--- src/rtl/lrsb_ram.sv ---
`default_nettype none

// simple dual-port ram, registered read-first output
module lrsb_ram #(
    parameter int WIDTH = 31,
    parameter int DEPTH = 64
) (
    input  wire logic                     i_clk,
    input  wire logic                     i_we,
    input  wire logic [$clog2(DEPTH)-1:0] i_waddr,
    input  wire logic [WIDTH-1:0]         i_wdata,
    input  wire logic                     i_re,
    input  wire logic [$clog2(DEPTH)-1:0] i_raddr,
    output logic      [WIDTH-1:0]         o_rdata
);

    logic [WIDTH-1:0] r_mem [DEPTH];
    logic [WIDTH-1:0] r_rdata;

    always_ff @(posedge i_clk) begin
        if (i_re) begin
            r_rdata <= r_mem[i_raddr];
        end
        if (i_we) begin
            r_mem[i_waddr] <= i_wdata;
        end
    end

    assign o_rdata = r_rdata;

endmodule

`default_nettype wire

--- config.mk ---
export PLATFORM = sky130hd
export DESIGN_NAME = lrsb_ram
export DESIGN_NICKNAME = d
export VERILOG_FILES = /design/src/rtl/lrsb_ram.sv
export SDC_FILE = /design/constraint.sdc
export NUM_CORES = 2
export LEC_CHECK = 0
export BUFFER_PORTS_ARGS = -buffer_cell sky130_fd_sc_hd__buf_2
export CORE_MARGIN = 2
export CORE_UTILIZATION = 25
export DETAILED_ROUTE_END_ITERATION = 16
export PLACE_DENSITY = 0.34
export SETUP_SLACK_MARGIN = 0.2
export SLEW_MARGIN = 20
export SYNTH_ARGS = -nofsm -noshare
export SYNTH_HDL_FRONTEND = slang
export SYNTH_SLANG_ARGS = --single-unit
--- constraint.sdc ---
create_clock -name i_clk -period 7.5 [get_ports i_clk]
set_clock_uncertainty 0.1 [all_clocks]
set_input_delay 1.5 -clock i_clk [delete_from_list [all_inputs] [get_ports i_clk]]
set_output_delay 1.5 -clock i_clk [all_outputs]
set_load 0.02 [all_outputs]
==> impl_results.md <==
* Pwr Density at 272 nW/µm²
* Die ar. at just over 300000 µm²
* Area grow syn2layout at 17.9%
* CP top delay family: buffers and inverters
* Min cycle time layout at ~4300 ps
* Max-slew headroom at 0.252
* Status: finished, final reports clean
* Die Width at about 560 µm
* Ys Warns at 0
* CP most frequent cell: buf_4
* Remaining global-route overflow at 0
* Crit end category: register
* Post-synth cell types at 32
* GPL Wtd Cong at 0.708
* Setup violations, final at 0
* Max-cap viol count at 0
* CP required at 8000 ps
* Mapped Area at roughly 77000 µm²
* Synth area leader: edfxtp_1
* DR vias/cell at between 4 and 5
* Final TNS setup at 0 ps
* CP Class: in -> reg
* CTS tree: done
* Cell Chain, Critical Path: buf_8 -> nor2b_4 -> buf_4 -> buf_4 -> a22oi_1 -> a31oi_1 -> o21ai_0 -> and3_1
* Metal3 WL at 11100 µm
* Area contributors post-synth: edfxtp_1 79%, mux4_2 12%, mux2i_1 3.9%, a22oi_1 1.0%, o22ai_1 0.69%
* Tot GR Track Use at 0.156
* Buf/Inv on CP at 3
* Startpoint types: input pin
* Slowest cell on the critical path: nor2b_4
* Nets at about 3700
* DP HPWL at about 130000 µm
* Pins Over Slew Limit at 0
* CTS root buf: clkbuf_16
* Synthesis-stage register bit count at about 2000
* Syn Area/Cell at between 20 and 25 µm²
* H-Tree Level Count at 4
* DRT met1 WL at approximately 110000 µm
* Sequential share of the synthesized area at 0.790
* Async S/R FF share, synth at 0
* Min-Delay Startpoint: r_mem[59][13]$_DFFE_PP_
* First-iteration detailed-routing DRC count at around 3400
* Post-Syn Instances at roughly 3400
* Fin util at 0.296
* Post_cts resized at 0
* Avg WL per Cell at approximately 31 µm
* Num rows at 203
* Final Hold Viols at 0
* Slew at the pin closest to its max-slew limit at between 1000 and 1500 ps
* Initial antenna violation count at 42
* Hold Path Class: reg -> reg
* Number of I/O port buffers at 76
* Mapped Nets at between 3000 and 4000
* First-pass GRT wire length at 333000 µm
* Initial DRT Pass Iterations at 5
* Top routing layer in use: met5
* Arrival @ worst endpoint at between 4000 and 5000 ps
* Ys flop type: edfxtp_1
* Post-synth top area share at 0.790
* Vias in the first global route at 37663
* Core area at around 310000 µm²
* Share of post-route cells with drive strength above 1 at 0.271
* Post-CTS setup buffers at 0
* Largest stage delay, worst path at 650 ps
* Critical Path Fanout Max at around 60
* Final period util at 0.568
* EDFF count, synth at between 2000 and 2500
* Pin count of the biggest net entering global routing at roughly 80
* DRC at 0
* Ports at just under 80
* Initial core utilization at 0.251
* Leakage at around 28 nW
* Die H at around 560 µm
* CP startpoint: i_raddr[2]
* Fillers at slightly below 30000
* R2R Path Start: r_mem[45][25]$_DFFE_PP_
* Peak supply drop at between 0.15 and 0.2 mV
* Metal2 WL at between 100000 and 150000 µm
* FMAX at 235 MHz
* CTS buffer count at about 230
* Clk slew on worst S/H paths at 60 ps
* DR vias at around 36000
* Top cells by count, synth: 2015 x edfxtp_1, 403 x mux4_2, 295 x mux2i_1, 104 x a22oi_1, 85 x o22ai_1
* Final antenna-violating net count at 0
* # hold bufs at CTS at 0
* Clock sinks at a little over 2000
* Deepest clock path buffer count at 4
* RSZ-0062 raised after global routing: no
* Most common cell in the netlist: edfxtp_1
* WL final at 246000 µm
* Worst-skew pair later-pin latency at between 800 and 900 ps
## logic make-up (layout without fill, tap and decap cells)
| logic type | Yosys count | in the layout | share of synthesized area |
|---|---|---|---|
| and+or+nand+nor | 151 | 151 | 0.00949 |
| other | 0 | 17 | 0 |
| buffers and inverters | 195 | 650 | 0.0122 |
| muxes | 705 | 705 | 0.158 |
| DFF | 2015 | 2015 | 0.790 |
| AOI/OAI and AO/OA | 352 | 352 | 0.0305 |
## per-layer routing
| metal | track usage | vias to the layer above |
|---|---|---|
| li1 | - | 15160 |
| met1 | 0.209 | 19766 |
| met2 | 0.262 | 843 |
| met3 | 0.0253 | 320 |
| met4 | 0.0419 | 10 |
| met5 | 0 | - |
## final cells by class
class | instances | area [µm²] | area share
sequential | 2015 | 60500 | 0.670
multi-input combinational | 1208 | 15800 | 0.175
clock buffer | 277 | 5950 | 0.0659
tap | 4100 | 5130 | 0.0568
timing repair buffer | 242 | 1820 | 0.0202
clock inverter | 131 | 1070 | 0.0119
antenna | 17 | 42.5 | 0.000471
## worst min-delay path: stages, from the launching register on
cell and delay (ps):
edfxtp_1 320, mux2i_1 60, nand2_1 70, a311oi_1 130
nor3_1 180
## placed cells by master, fill, tap and decap left out, types with 5 or more instances in the layout
master	Yosys	routed
a21o_1	26	26
a22oi_1	104	104
a31oi_1	52	52
and3_1	26	26
buf_12	0	11
buf_2	78	72
buf_4	24	154
bufinv_16	0	18
clkbuf_1	79	46
clkbuf_16	0	231
clkinv_1	0	53
clkinv_2	0	50
diode_2	0	17
edfxtp_1	2015	2015
mux2_2	7	7
mux2i_1	295	295
mux4_2	403	403
nand2_1	10	10
nand3_1	6	5
nand3b_1	5	5
nor2_1	77	13
nor2_4	0	64
nor3_1	7	5
o21ai_0	52	50
o22ai_1	85	84
o31ai_1	26	13
o31ai_2	0	9
## sequential cells by signal, indices dropped and copies added (netlist names)
| register | count |
|---|---|
| o_rdata | 31 |
| r_mem | 1984 |
## final timing paths
kind | end | slack (ps) | cells past startpoint
setup / recovery | o_rdata[0]$_DFFE_PP_ | 3240 | 8
hold / removal | o_rdata[13]$_DFFE_PP_ | 800 | 4
hold reg to reg | o_rdata[13]$_DFFE_PP_ | 800 | 4
setup reg to reg | o_rdata[25]$_DFFE_PP_ | 4880 | 4
## metrics by stage
stage / power, mW / hold WS [ps] / area [µm²] / setup slack, ps / cells
floorplan: 13.4 / 666 / 76600 / 2810 / 3418
global placement: 14.1 / 781 / 83200 / 2280 / 7564
detailed placement: 14.1 / 790 / 83200 / 2330 / 7565
CTS: 24.9 / 790 / 90300 / 3270 / 7973
global route: 25.4 / 858 / 90300 / 3240 / 7975
finish: 24.5 / 804 / 90300 / 3240 / 7990
## power breakdown
part | internal [mW] | switching (mW) | leakage [nW]
clock | 6.21 | 4.53 | 3.46
combinational | 0.402 | 0.854 | 6.53
sequential | 12.5 | 0.0439 | 18.1
total | 19.1 | 5.42 | 28.1
(Power assumes the default switching activity.)
